`src/rtl/core/booth_r4_pkg.sv`:
```
`default_nettype none
package booth_r4_pkg;

  localparam int IN_W   = 16;
  localparam int PROD_W = 32;
  localparam int CNT_W  = 4;

  typedef struct packed {
    logic signed [IN_W-1:0] multiplicand;
    logic signed [IN_W-1:0] multiplier;
  } operand_t;

  typedef struct packed {
    logic signed [PROD_W-1:0] product;
    logic [CNT_W-1:0]         add_sub_count;
  } result_t;

  // Partial sums are kept modulo 2**PROD_W: only the low product bits leave the block.
  typedef struct packed {
    logic [PROD_W-1:0] acc;
    logic [PROD_W-1:0] mcand;
    logic [PROD_W-1:0] mplier;
    logic [CNT_W-1:0]  cnt;
  } stage_t;

  typedef struct packed {
    logic nonzero;
    logic negate;
    logic twice;
  } digit_t;

  // Recode one bit triple {q[2i+1], q[2i], q[2i-1]} into a Booth digit.
  function automatic digit_t booth_decode(input logic [2:0] trip);
    digit_t d;
    d.nonzero = (trip[2] ^ trip[1]) | (trip[1] ^ trip[0]);
    d.negate  = trip[2];
    d.twice   = (trip[2] ^ trip[1]) & ~(trip[1] ^ trip[0]);
    return d;
  endfunction

endpackage
`default_nettype wire

```
`src/rtl/core/booth_r4_cell.sv`:
```
`default_nettype none
module booth_r4_cell import booth_r4_pkg::*; #(
  parameter int IDX = 0
) (
  input  wire logic   clk,
  input  wire logic   rst,
  input  wire logic   valid_in,
  input  wire stage_t stage_in,
  output logic        valid_out,
  output stage_t      stage_out
);

  logic [PROD_W:0]   qz;
  logic [2:0]        trip;
  digit_t            dig;
  logic [PROD_W-1:0] mag;
  logic [PROD_W-1:0] term;
  stage_t            stage_next;

  // Append the implicit zero below bit 0 so every cell reads a full triple.
  assign qz   = {stage_in.mplier, 1'b0};
  assign trip = qz[2*IDX+2 -: 3];
  assign dig  = booth_decode(trip);

  always_comb begin
    mag = dig.twice ? {stage_in.mcand[PROD_W-2:0], 1'b0} : stage_in.mcand;
    if (!dig.nonzero) begin
      term = '0;
    end else if (dig.negate) begin
      term = (~mag) + PROD_W'(1);
    end else begin
      term = mag;
    end
    stage_next        = stage_in;
    stage_next.acc    = stage_in.acc + (term << (2 * IDX));
    stage_next.cnt    = stage_in.cnt + CNT_W'(dig.nonzero);
  end

  always_ff @(posedge clk) begin
    if (rst) begin
      valid_out <= 1'b0;
    end else begin
      valid_out <= valid_in;
    end
  end

  always_ff @(posedge clk) begin
    stage_out <= stage_next;
  end

endmodule
`default_nettype wire

```
`src/rtl/core/booth_radix4_multiplier_unit.sv`:
```
`default_nettype none
// Radix-4 Booth multiplier, signed WIDTH x WIDTH, pipelined one digit per cell.
//
// Input: raise start with operand (multiplicand, multiplier) for one beat.
// busy is always low, so a new beat is taken on every cycle that start is high.
// Only the low WIDTH bits of each operand are used; bit WIDTH-1 is the sign.
//
// Output: done pulses for one cycle with result (product, add_sub_count).
// product is the low 32 bits of the signed product; add_sub_count is the
// number of nonzero Booth digits, modulo 16.
//
// The chain has one cell per Booth digit, each cell one register stage.
// Throughput is one beat per cycle. Results come out in order.
// The receiver cannot stall; it must take result in the cycle done is high.
// Reset clears all in-flight beats; no result appears for them.
module booth_radix4_multiplier_unit import booth_r4_pkg::*; #(
  parameter int WIDTH = 16
) (
  input  wire logic     clk,
  input  wire logic     rst,
  input  wire logic     start,
  output logic          busy,
  input  wire operand_t operand,
  output logic          done,
  output result_t       result
);

  localparam int DIGITS = (WIDTH + 1) / 2;

  logic [PROD_W-1:0] mc_raw;
  logic [PROD_W-1:0] mq_raw;
  stage_t            head;
  logic              valid_chain [DIGITS+1];
  stage_t            stage_chain [DIGITS+1];

  assign busy = 1'b0;

  // Sign-extend from bit WIDTH-1; bits above the 16-bit field read as zero.
  assign mc_raw = PROD_W'(unsigned'(operand.multiplicand));
  assign mq_raw = PROD_W'(unsigned'(operand.multiplier));

  always_comb begin
    head.acc = '0;
    head.cnt = '0;
    for (int k = 0; k < PROD_W; k++) begin
      head.mcand[k] = (k < WIDTH) ? mc_raw[k] : mc_raw[WIDTH-1];
      head.mplier[k] = (k < WIDTH) ? mq_raw[k] : mq_raw[WIDTH-1];
    end
  end

  assign valid_chain[0] = start & ~busy;
  assign stage_chain[0] = head;

  for (genvar i = 0; i < DIGITS; i++) begin : g_cell
    booth_r4_cell #(
      .IDX (i)
    ) u_cell (
      .clk       (clk),
      .rst       (rst),
      .valid_in  (valid_chain[i]),
      .stage_in  (stage_chain[i]),
      .valid_out (valid_chain[i+1]),
      .stage_out (stage_chain[i+1])
    );
  end

  assign done                 = valid_chain[DIGITS];
  assign result.product       = signed'(stage_chain[DIGITS].acc);
  assign result.add_sub_count = stage_chain[DIGITS].cnt;

  a_count_bound : assert property (@(posedge clk) disable iff (rst)
    done |-> ((DIGITS >= 16) || (32'(result.add_sub_count) <= DIGITS)))
    else $error("add_sub_count exceeds digit count");

  a_zero_mcand : assert property (@(posedge clk) disable iff (rst)
    (done && $past(start && (operand.multiplicand == '0), DIGITS))
      |-> (result.product == '0))
    else $error("zero multiplicand gave nonzero product");

  a_zero_mplier : assert property (@(posedge clk) disable iff (rst)
    (done && $past(start && (operand.multiplier == '0), DIGITS))
      |-> ((result.product == '0) && (result.add_sub_count == '0)))
    else $error("zero multiplier gave nonzero product or count");

endmodule
`default_nettype wire
```
`config.mk`:
```
export PLATFORM = sky130hd
export DESIGN_NAME = booth_radix4_multiplier_unit
export DESIGN_NICKNAME = d
export VERILOG_FILES = /design/src/rtl/core/booth_r4_pkg.sv /design/src/rtl/core/booth_r4_cell.sv /design/src/rtl/core/booth_radix4_multiplier_unit.sv
export SDC_FILE = /design/constraint.sdc
export NUM_CORES = 1
export LEC_CHECK = 0
export ABC_AREA = 1
export BUFFER_PORTS_ARGS = -buffer_cell sky130_fd_sc_hd__buf_2
export CAP_MARGIN = 20
export CORE_MARGIN = 1.5
export CORE_UTILIZATION = 45
export DETAILED_ROUTE_END_ITERATION = 8
export SLEW_MARGIN = 15
export SYNTH_ARGS = -nofsm -noshare
export SYNTH_HDL_FRONTEND = slang
export SYNTH_HIERARCHICAL = 1
export SYNTH_SLANG_ARGS = --single-unit
```
`constraint.sdc`:
```
create_clock -name clk -period 7 [get_ports clk]
set_clock_uncertainty 0.05 [all_clocks]
set_input_delay 1.05 -clock clk [delete_from_list [all_inputs] [get_ports clk]]
set_output_delay 1.05 -clock clk [all_outputs]
set_load 0.01 [all_outputs]
```
# ---- Word-level counts from Yosys, hierarchy flattened
# Cells that the tools add are included.
dict set report totals {
  ff_bits 517
  out_inout_bits 38
  elab_cells 130
}
dict set report classes {
  add_sub_neg 22
  mux 23
  n_bitwise 47
}
# operator count
set op_table {}
lappend op_table {{32-bit adder} 7}
lappend op_table {{16-bit 2-to-1 mux} 8}
lappend op_table {{30-bit 2-to-1 mux} 2}
lappend op_table {{28-bit 2-to-1 mux} 2}
lappend op_table {{26-bit 2-to-1 mux} 2}
lappend op_table {{24-bit 2-to-1 mux} 2}
lappend op_table {{22-bit 2-to-1 mux} 2}
lappend op_table {{20-bit 2-to-1 mux} 2}
lappend op_table {{18-bit 2-to-1 mux} 2}
lappend op_table {{32-bit by 1-bit adder with 32-bit output (second input constant)} 1}
lappend op_table {{32-bit 2-to-1 mux} 1}
lappend op_table {{32-bit NOT} 1}
lappend op_table {{30-bit by 1-bit adder with 30-bit output (second input constant)} 1}
lappend op_table {{30-bit NOT} 1}
lappend op_table {{28-bit by 1-bit adder with 28-bit output (second input constant)} 1}
lappend op_table {{28-bit NOT} 1}
lappend op_table {{26-bit by 1-bit adder with 26-bit output (second input constant)} 1}
lappend op_table {{26-bit NOT} 1}
lappend op_table {{24-bit by 1-bit adder with 24-bit output (second input constant)} 1}
lappend op_table {{4-bit by 1-bit adder with 4-bit output} 6}
lappend op_table {{24-bit NOT} 1}
lappend op_table {{22-bit by 1-bit adder with 22-bit output (second input constant)} 1}
lappend op_table {{22-bit NOT} 1}
lappend op_table {{20-bit by 1-bit adder with 20-bit output (second input constant)} 1}
lappend op_table {{other kinds (8)} 43}

# ---- Logic depth before layout (Yosys ltp)
# Gate-level depths: netlist of the first run.
dict set report logic_depth {
  word_depth 9
  depth_mapped 32
}

# ---- By module
# Netlist of the first run, hierarchy kept.
# mod n_inst cells_per_inst area_per_inst_um2 seq_area_each_um2
set modules_own_cells {}
lappend modules_own_cells {{booth_r4_cell at g_cell[0].u_cell} 1 770 5597.9 2021.9}
lappend modules_own_cells {{booth_r4_cell at g_cell[1].u_cell} 1 665 5026.1 2021.9}
lappend modules_own_cells {{booth_r4_cell at g_cell[2].u_cell} 1 634 4911.0 2021.9}
lappend modules_own_cells {{booth_r4_cell at g_cell[3].u_cell} 1 555 4508.1 2021.9}
lappend modules_own_cells {{booth_r4_cell at g_cell[4].u_cell} 1 539 4428.0 2021.9}
lappend modules_own_cells {{booth_r4_cell at g_cell[5].u_cell} 1 504 4257.8 2021.9}
lappend modules_own_cells {{booth_r4_cell at g_cell[6].u_cell} 1 452 3922.5 2021.9}
lappend modules_own_cells {{booth_r4_cell at g_cell[7].u_cell} 1 403 3799.9 2021.9}
lappend modules_own_cells {booth_radix4_multiplier_unit 1 2 11.3 0.0}

# ---- Worst setup path after synthesis of the first run
# No wires, ideal clock.
dict set report synth_path {
  kind {flip-flop to flip-flop}
  start {register g_cell[1].u_cell/stage_out[9] in the netlist's numbering}
  end {register g_cell[2].u_cell/stage_out[97] in the netlist's numbering}
  arrival_ps 3592
  t_required_ps 6878
  setup_slack_ps 3286
  path_stages_with_launch 30
  synth_period_minus_slack_ps 3714
  path_cell_list {dfxtp_1 buf_6 inv_4 nand2_2 nand2_8 nand2_8 buf_6 buf_4 o21ai_0 inv_1 ha_1 nand3_1 nand2_1 o21ai_2 inv_2 nand2_1 a21oi_1 or2_2 inv_1 nor2_1 ha_1 nand2_1 nor2_1 inv_1 nor3_1 a21oi_1 o21ai_0 nand3_1 nand2_1 xor2_1}
}
# item line_no
set synth_lines {}
lappend synth_lines {{from (decl)} booth_r4_cell.sv:10} ;# output stage_t stage_out
lappend synth_lines {{from (signal assigned)} booth_r4_cell.sv:48} ;# stage_out <= stage_next;
lappend synth_lines {{to (signal assigned)} booth_r4_cell.sv:48}
lappend synth_lines {{to (decl)} booth_r4_cell.sv:10}

==> metrics.md, run 1 <==
| Metric | Value |
|---|---|
| Fin crit period | `just under 5 ns` |
| Period utilization | `0.702` |
| CTS Hold Bufs | `0` |
| FP Rows | `95` |
| Area growth, synth to finish | `9.39%` |
| ANT cells | `0` |
| Initial DRC count | `1933` |
| Clock Path Buffers | `3` |
| Avg Cell Area, Syn | `7.27 µm²` |
| Pin count of the biggest net entering global routing | `between 50 and 60` |
| Die area | `between 70000 and 80000 µm²` |
| Max Freq | `~0.2 GHz` |
| Post-Layout Inst Area | `33700 µm²` |
| Power Dens Cells | `382 nW/µm²` |
| Root Driver | `clkbuf_16` |
| Final GP Congestion | `around 0.93` |
| TritonCTS clock tree | `yes` |
| Pre-antenna DRT Iters | `5` |
| Core area | `approximately 68000 µm²` |
| Post-Route WL | `83900 µm` |
| Postcts setup bufs | `0` |
| DR DRC count | `0` |
| CP Class | `reg -> reg` |
| Layout cells sized above 1 | `0.0989` |
| Grt ovf | `0` |
| Total track usage | `0.237` |
| First-pass GRT wire length | `around 130000 µm` |
| Routed Antenna Nets | `0` |
| Req. time, crit path | `7.46 ns` |
| Post-Route Setup TNS | `0 ns` |
| CTS H-tree depth | `2` |
| Unrepaired setup endpoints after global routing | `no` |
| Antenna violations before repair | `1` |
| Clock sinks | `527` |
| VDD IR max | `approximately 0.21 mV` |
| Non-Filler Instances | `about 5300` |
| Crit path max fanout | `40` |
| Die Y | `265 µm` |
| Tot Pwr | `12.9 mW` |
| Final Hold Vio Count | `0` |
| Netlist Area Pre-Place | `between 30000 and 40000 µm²` |
| HP Class | `reg -> reg` |
| Layout Nets | `between 4000 and 5000` |
| Critical Path AT | `around 5.4 ns` |
| P_leak | `around 16 nW` |
| Vias/cell | `5.15` |
| Slew Viols, Final | `0` |
| IO Port Bufs | `71` |
| Chip width | `265 µm` |
| Worst-margin pin slew | `between 0.9 and 1 ns` |
| Cell count after placement | `roughly 5200` |
| CTS clk-pin slew, worst paths | `0.06 ns` |
| Post-synthesis cell count | `~4200` |
| CP startpoint kind | `flip-flop` |
| Initial Util | `0.457` |
| WL/cell | `between 15 and 20 µm` |
| Status | `finished clean` |
| Crit. End Element | `flip-flop` |
| DP Wirelength | `approximately 68000 µm` |
| CTS Buf Count | `55` |
| Synth Warn # | `6` |
| Vias | `approximately 27000` |
| Slew HR | `0.353` |
| Skew-Pair Late Insertion Delay | `approximately 0.65 ns` |
| Cts repair resizes | `0` |
| Area post-placement | `approximately 32000 µm²` |
| IO Pins | `73` |
| Vias in the first global route | `roughly 25000` |
| Final Setup Violations | `0` |
| Max-cap viol count | `0` |
-- worst max-delay path: stages, from the launching register on --
cell,delay [ns]
dfxtp_1,0.30
buf_4,0.21
inv_2,0.30
nand2_1,0.11
nand2_2,0.33
nand2_4,0.36
nand2_1,0.14
o21ai_0,0.09
inv_1,0.10
ha_1,0.19
nand3_1,0.13
nand2_1,0.13
nand2_1,0.13
inv_1,0.11
o21ai_0,0.12
o21ai_1,0.14
a21oi_1,0.06
ha_1,0.38
nand2_1,0.10
nor2_1,0.11
inv_1,0.04
o21ai_0,0.52
nand2_1,0.10
nand2_1,0.15
nand2_1,0.10
nand3_1,0.08
o21ai_0,0.10
xnor2_1,0.13
-- through the flow --
| step | hold WS, ns | setup WS [ns] | utilization |
|---|---|---|---|
| after global routing | 0.226 | 1.41 | 0.500 |
| after global placement | 0.260 | 2.16 | 0.472 |
| after CTS | 0.218 | 2.15 | 0.500 |
| after floorplan | 0.260 | 3.29 | - |
| after detailed placement | 0.262 | 2.16 | 0.472 |
| final | 0.224 | 2.09 | 0.500 |
-- layout by cell type (no fill, tap or decap), types with 18 or more instances in the layout --
| master | n |
|---|---|
| a21oi_1 | 336 |
| buf_2 | 71 |
| clkbuf_16 | 55 |
| conb_1 | 42 |
| dfxtp_1 | 527 |
| ha_1 | 216 |
| inv_1 | 492 |
| inv_2 | 21 |
| nand2_1 | 942 |
| nand2_2 | 87 |
| nand2_4 | 18 |
| nand3_1 | 247 |
| nand4_1 | 50 |
| nor2_1 | 315 |
| nor2_2 | 33 |
| nor3_1 | 74 |
| o211ai_1 | 20 |
| o21a_1 | 26 |
| o21ai_0 | 279 |
| o21ai_1 | 57 |
| o21ai_2 | 33 |
| xnor2_1 | 62 |
| xor2_1 | 126 |
-- power by group --
group          total (mW)  internal [mW]  switching [mW]
sequential           4.51           3.95           0.553
combinational        5.41           2.03            3.38
clock                2.97           1.69            1.28
total                12.9           7.67            5.21
-- cell type report --
cell class	count	area (µm²)
Clock buffer	65	1440
Clock inverter	35	422
Fill cell	6812	33800
Inverter	521	1980
Multi-Input combinational cell	3152	17800
Sequential cell	527	10600
Tap cell	873	1090
Timing Repair Buffer	77	400
-- path summary, 6_finish.rpt --
path	startpoint	to	slack, ns	cells after the start
worst max-delay path	g_cell[0].u_cell/stage_out[7]	g_cell[1].u_cell/stage_out[91]	2.09	27
worst min-delay path	g_cell[0].u_cell/stage_out[69]	g_cell[1].u_cell/stage_out[69]	0.22	0
worst min register to register	g_cell[0].u_cell/stage_out[69]	g_cell[1].u_cell/stage_out[69]	0.22	0
worst max register to register	g_cell[0].u_cell/stage_out[7]	g_cell[1].u_cell/stage_out[91]	2.09	27
-- registers in the layout (all words and copies together) (netlist names) --
signal and count:
g_cell.u_cell/stage_out 519, g_cell.u_cell/valid_out 8
-- routing by layer --
layer	vias to the layer above	share of wire	GRT usage
met5	-	0	0
met4	0	0.036	0.0839
met3	149	0.046	0.0288
met2	642	0.47	0.406
met1	12100	0.45	0.306
li1	14100	-	-
(Power assumes the default switching activity.)
==> inputs of run 2 (changes only) <==
Clock period 7 ns to 4.9 ns, I/O delays scaled along.
==> run 2 against run 1 <==
Against the previous run:
- critical path depth fell by 2
- sequential share of layout area fell by 0.18 points
- wire length fell by 1.8%
- worst setup slack got worse by 1.6 ns
- critical path type unchanged
- highest routed layer unchanged
- sequential power rose by 41%
- first-iteration DRC count fell by 10%
- core utilization rose by 0.29 points
- maximum frequency rose by 12%
- combinational power rose by 44%
==> metrics.md, run 2 (synthesized netlist as in run 1, its figures left out) <==
| Metric | Value |
|---|---|
| Tot Pwr | `18.5 mW (+43%)` |
| Initial Util | `0.457 (unchanged)` |
| Clock sinks | `527 (unchanged)` |
| Max reg flops | `519 (unchanged)` |
| Final GP Congestion | `0.931 (-0.26%)` |
| CP Class | `reg -> reg` |
| Biggest regs | `g_cell.u_cell/stage_out x519, g_cell.u_cell/valid_out x8` |
| Vias | `26900 (-0.44%)` |
| DP Worst Slack | `0.546 ns (-1.61 ns)` |
| CTS H-tree depth | `2 (unchanged)` |
| Slew Viols, Final | `0 (unchanged)` |
| Vias/cell | `5.10 (-0.80%)` |
| Final Setup Violations | `0 (unchanged)` |
| Power Dens Cells | `545 nW/µm² (+43%)` |
| IO Pins | `73 (unchanged)` |
| ANT cells | `0 (unchanged)` |
| Skew-Pair Late Insertion Delay | `0.65 ns (about the same)` |
| DR DRC count | `0 (unchanged)` |
| Status | `finished clean` |
| Max incr delay on CP | `0.39 ns (-0.13 ns)` |
| R2R Setup Slk | `0.50 ns (-1.59 ns)` |
| Root Driver | `clkbuf_16` |
| Crit. End Element | `flip-flop` |
| DP Wirelength | `67300 µm (-1.5%)` |
| Worst Setup SP | `g_cell[1].u_cell/stage_out[9]` |
| Max-cap viol count | `0 (unchanged)` |
| Cts repair resizes | `0 (unchanged)` |
| Cell family with most CP delay | `simple AND/OR/NAND/NOR gates` |
| Crit-path slowest cell | `ha_1` |
| Layout Nets | `4612 (+0.41%)` |
| Fin crit period | `4.40 ns (-0.514 ns)` |
| Crit path max fanout | `46 (+15%)` |
| Final Hold Vio Count | `0 (unchanged)` |
| Total track usage | `0.234 (-0.00309)` |
| Setup slack after layout | `0.503 ns (-1.59 ns)` |
| CTS Hold Bufs | `0 (unchanged)` |
| CTS Buf Count | `56 (+1.8%)` |
| Routed Antenna Nets | `0 (unchanged)` |
| Period utilization | `0.897 (+0.196)` |
| Grt ovf | `0 (unchanged)` |
| FP Rows | `95 (unchanged)` |
| Most frequent cells in the layout | `nand2_1, dfxtp_1, inv_1` |
| Worst reg2reg path depth | `25 (-7.4%)` |
| Unrepaired setup endpoints after global routing | `no` |
| Initial DRC count | `1735 (-10%)` |
| First-pass GRT wire length | `131000 µm (-0.33%)` |
| Req. time, crit path | `5.37 ns (-2.09 ns)` |
| Clock Path Buffers | `3 (unchanged)` |
| Antenna violations before repair | `0 (-1)` |
| Pin count of the biggest net entering global routing | `51 (unchanged)` |
| IO Port Bufs | `71 (unchanged)` |
| Stages on worst setup path | `25 (-7.4%)` |
| CP bufs+invs | `5 (unchanged)` |
| Core area | `67500 µm² (unchanged)` |
| HP Class | `in -> reg` |
| Die Y | `265 µm (unchanged)` |
| WL/cell | `15.6 µm (-2.1%)` |
| FF-to-FF End | `g_cell[2].u_cell/stage_out[94]` |
| CTS clk-pin slew, worst paths | `0.06 ns (about the same)` |
| Post-layout util | `0.503 (+0.00287)` |
| Crit Reg-Reg Startpoint | `g_cell[1].u_cell/stage_out[9]` |
| Critical Path AT | `4.87 ns (-0.50 ns)` |
| VDD IR max | `0.341 mV (+62%)` |
| Pre-antenna DRT Iters | `6 (+1)` |
| Slew HR | `0.456 (+0.103)` |
| Most flops, register | `g_cell.u_cell/stage_out` |
| Post-Route WL | `82400 µm (-1.8%)` |
| Commonest non-fill, non-tap cell in the layout | `nand2_1` |
| Vias in the first global route | `25000 (+1.6%)` |
| Setup crit end | `g_cell[2].u_cell/stage_out[94]` |
| Worst-margin pin slew | `0.816 ns (-0.154 ns)` |
| CP startpoint kind | `flip-flop` |
| Area growth, synth to finish | `10.0%` |
| Layout cells sized above 1 | `0.102 (+0.00321)` |
| Post-Route Setup TNS | `0 ns (unchanged)` |
| TritonCTS clock tree | `yes` |
| Chip width | `265 µm (unchanged)` |
| Postcts setup bufs | `0 (unchanged)` |
| Max Freq | `0.227 GHz (+12%)` |
| P_leak | `16.5 nW (+0.64%)` |
| Die area | `70100 µm² (unchanged)` |
-- run 2: cell count changes in the layout (fill, tap and decap cells not counted), sizes merged --
cell,before,now
clkinvlp,5,4
clkbuf,65,71
buf,77,95
inv,528,523
bufinv,5,6
-- run 2: per-layer routing --
layer | vias to the layer above | global-route usage | wire length, µm
met2 | 523 | 0.411 | 39200
li1 | 14100 | - | -
met4 | 0 | 0.0777 | 2510
met1 | 12100 | 0.299 | 37700
met5 | - | 0 | 0
met3 | 122 | 0.0231 | 3030
-- run 2: stage by stage --
step / instances / cell area, µm² / hold WS, ns
2_1_floorplan: 4284 / 31000 / 0.260
3_3_place_gp: 5168 / 32000 / 0.259
3_5_place_dp: 5168 / 32000 / 0.262
4_1_cts: 5269 / 33900 / 0.0895
5_1_grt: 5269 / 33900 / 0.109
6_report: 5269 / 33900 / 0.132
-- run 2: layout make-up --
| type | instances | area, µm² |
|---|---|---|
| repair buffers | 95 | 536 |
| flip-flops and latches | 527 | 10600 |
| clock buffers | 71 | 1500 |
| clock inverters | 30 | 420 |
| multi-input cells | 3152 | 17900 |
| well taps | 873 | 1090 |
| fillers | 6798 | 33600 |
| inverters | 521 | 1980 |
-- run 2: where the power goes --
| group | internal (mW) | switching (mW) |
|---|---|---|
| logic | 2.92 | 4.86 |
| registers | 5.65 | 0.732 |
| clock network | 2.52 | 1.82 |
-- run 2: worst min-delay path by stage --
stage                                           to  depth (start not counted)                            from  slack, ns
finish              g_cell[0].u_cell/stage_out[19]                          1                     operand[15]       0.13
global route        g_cell[0].u_cell/stage_out[13]                          1                      operand[9]       0.11
CTS                 g_cell[0].u_cell/stage_out[13]                          1                      operand[9]       0.09
detailed placement  g_cell[2].u_cell/stage_out[18]                          0  g_cell[1].u_cell/stage_out[18]       0.26
global placement    g_cell[6].u_cell/stage_out[72]                          0  g_cell[5].u_cell/stage_out[72]       0.26
floorplan           g_cell[1].u_cell/stage_out[10]                          0  g_cell[0].u_cell/stage_out[10]       0.26
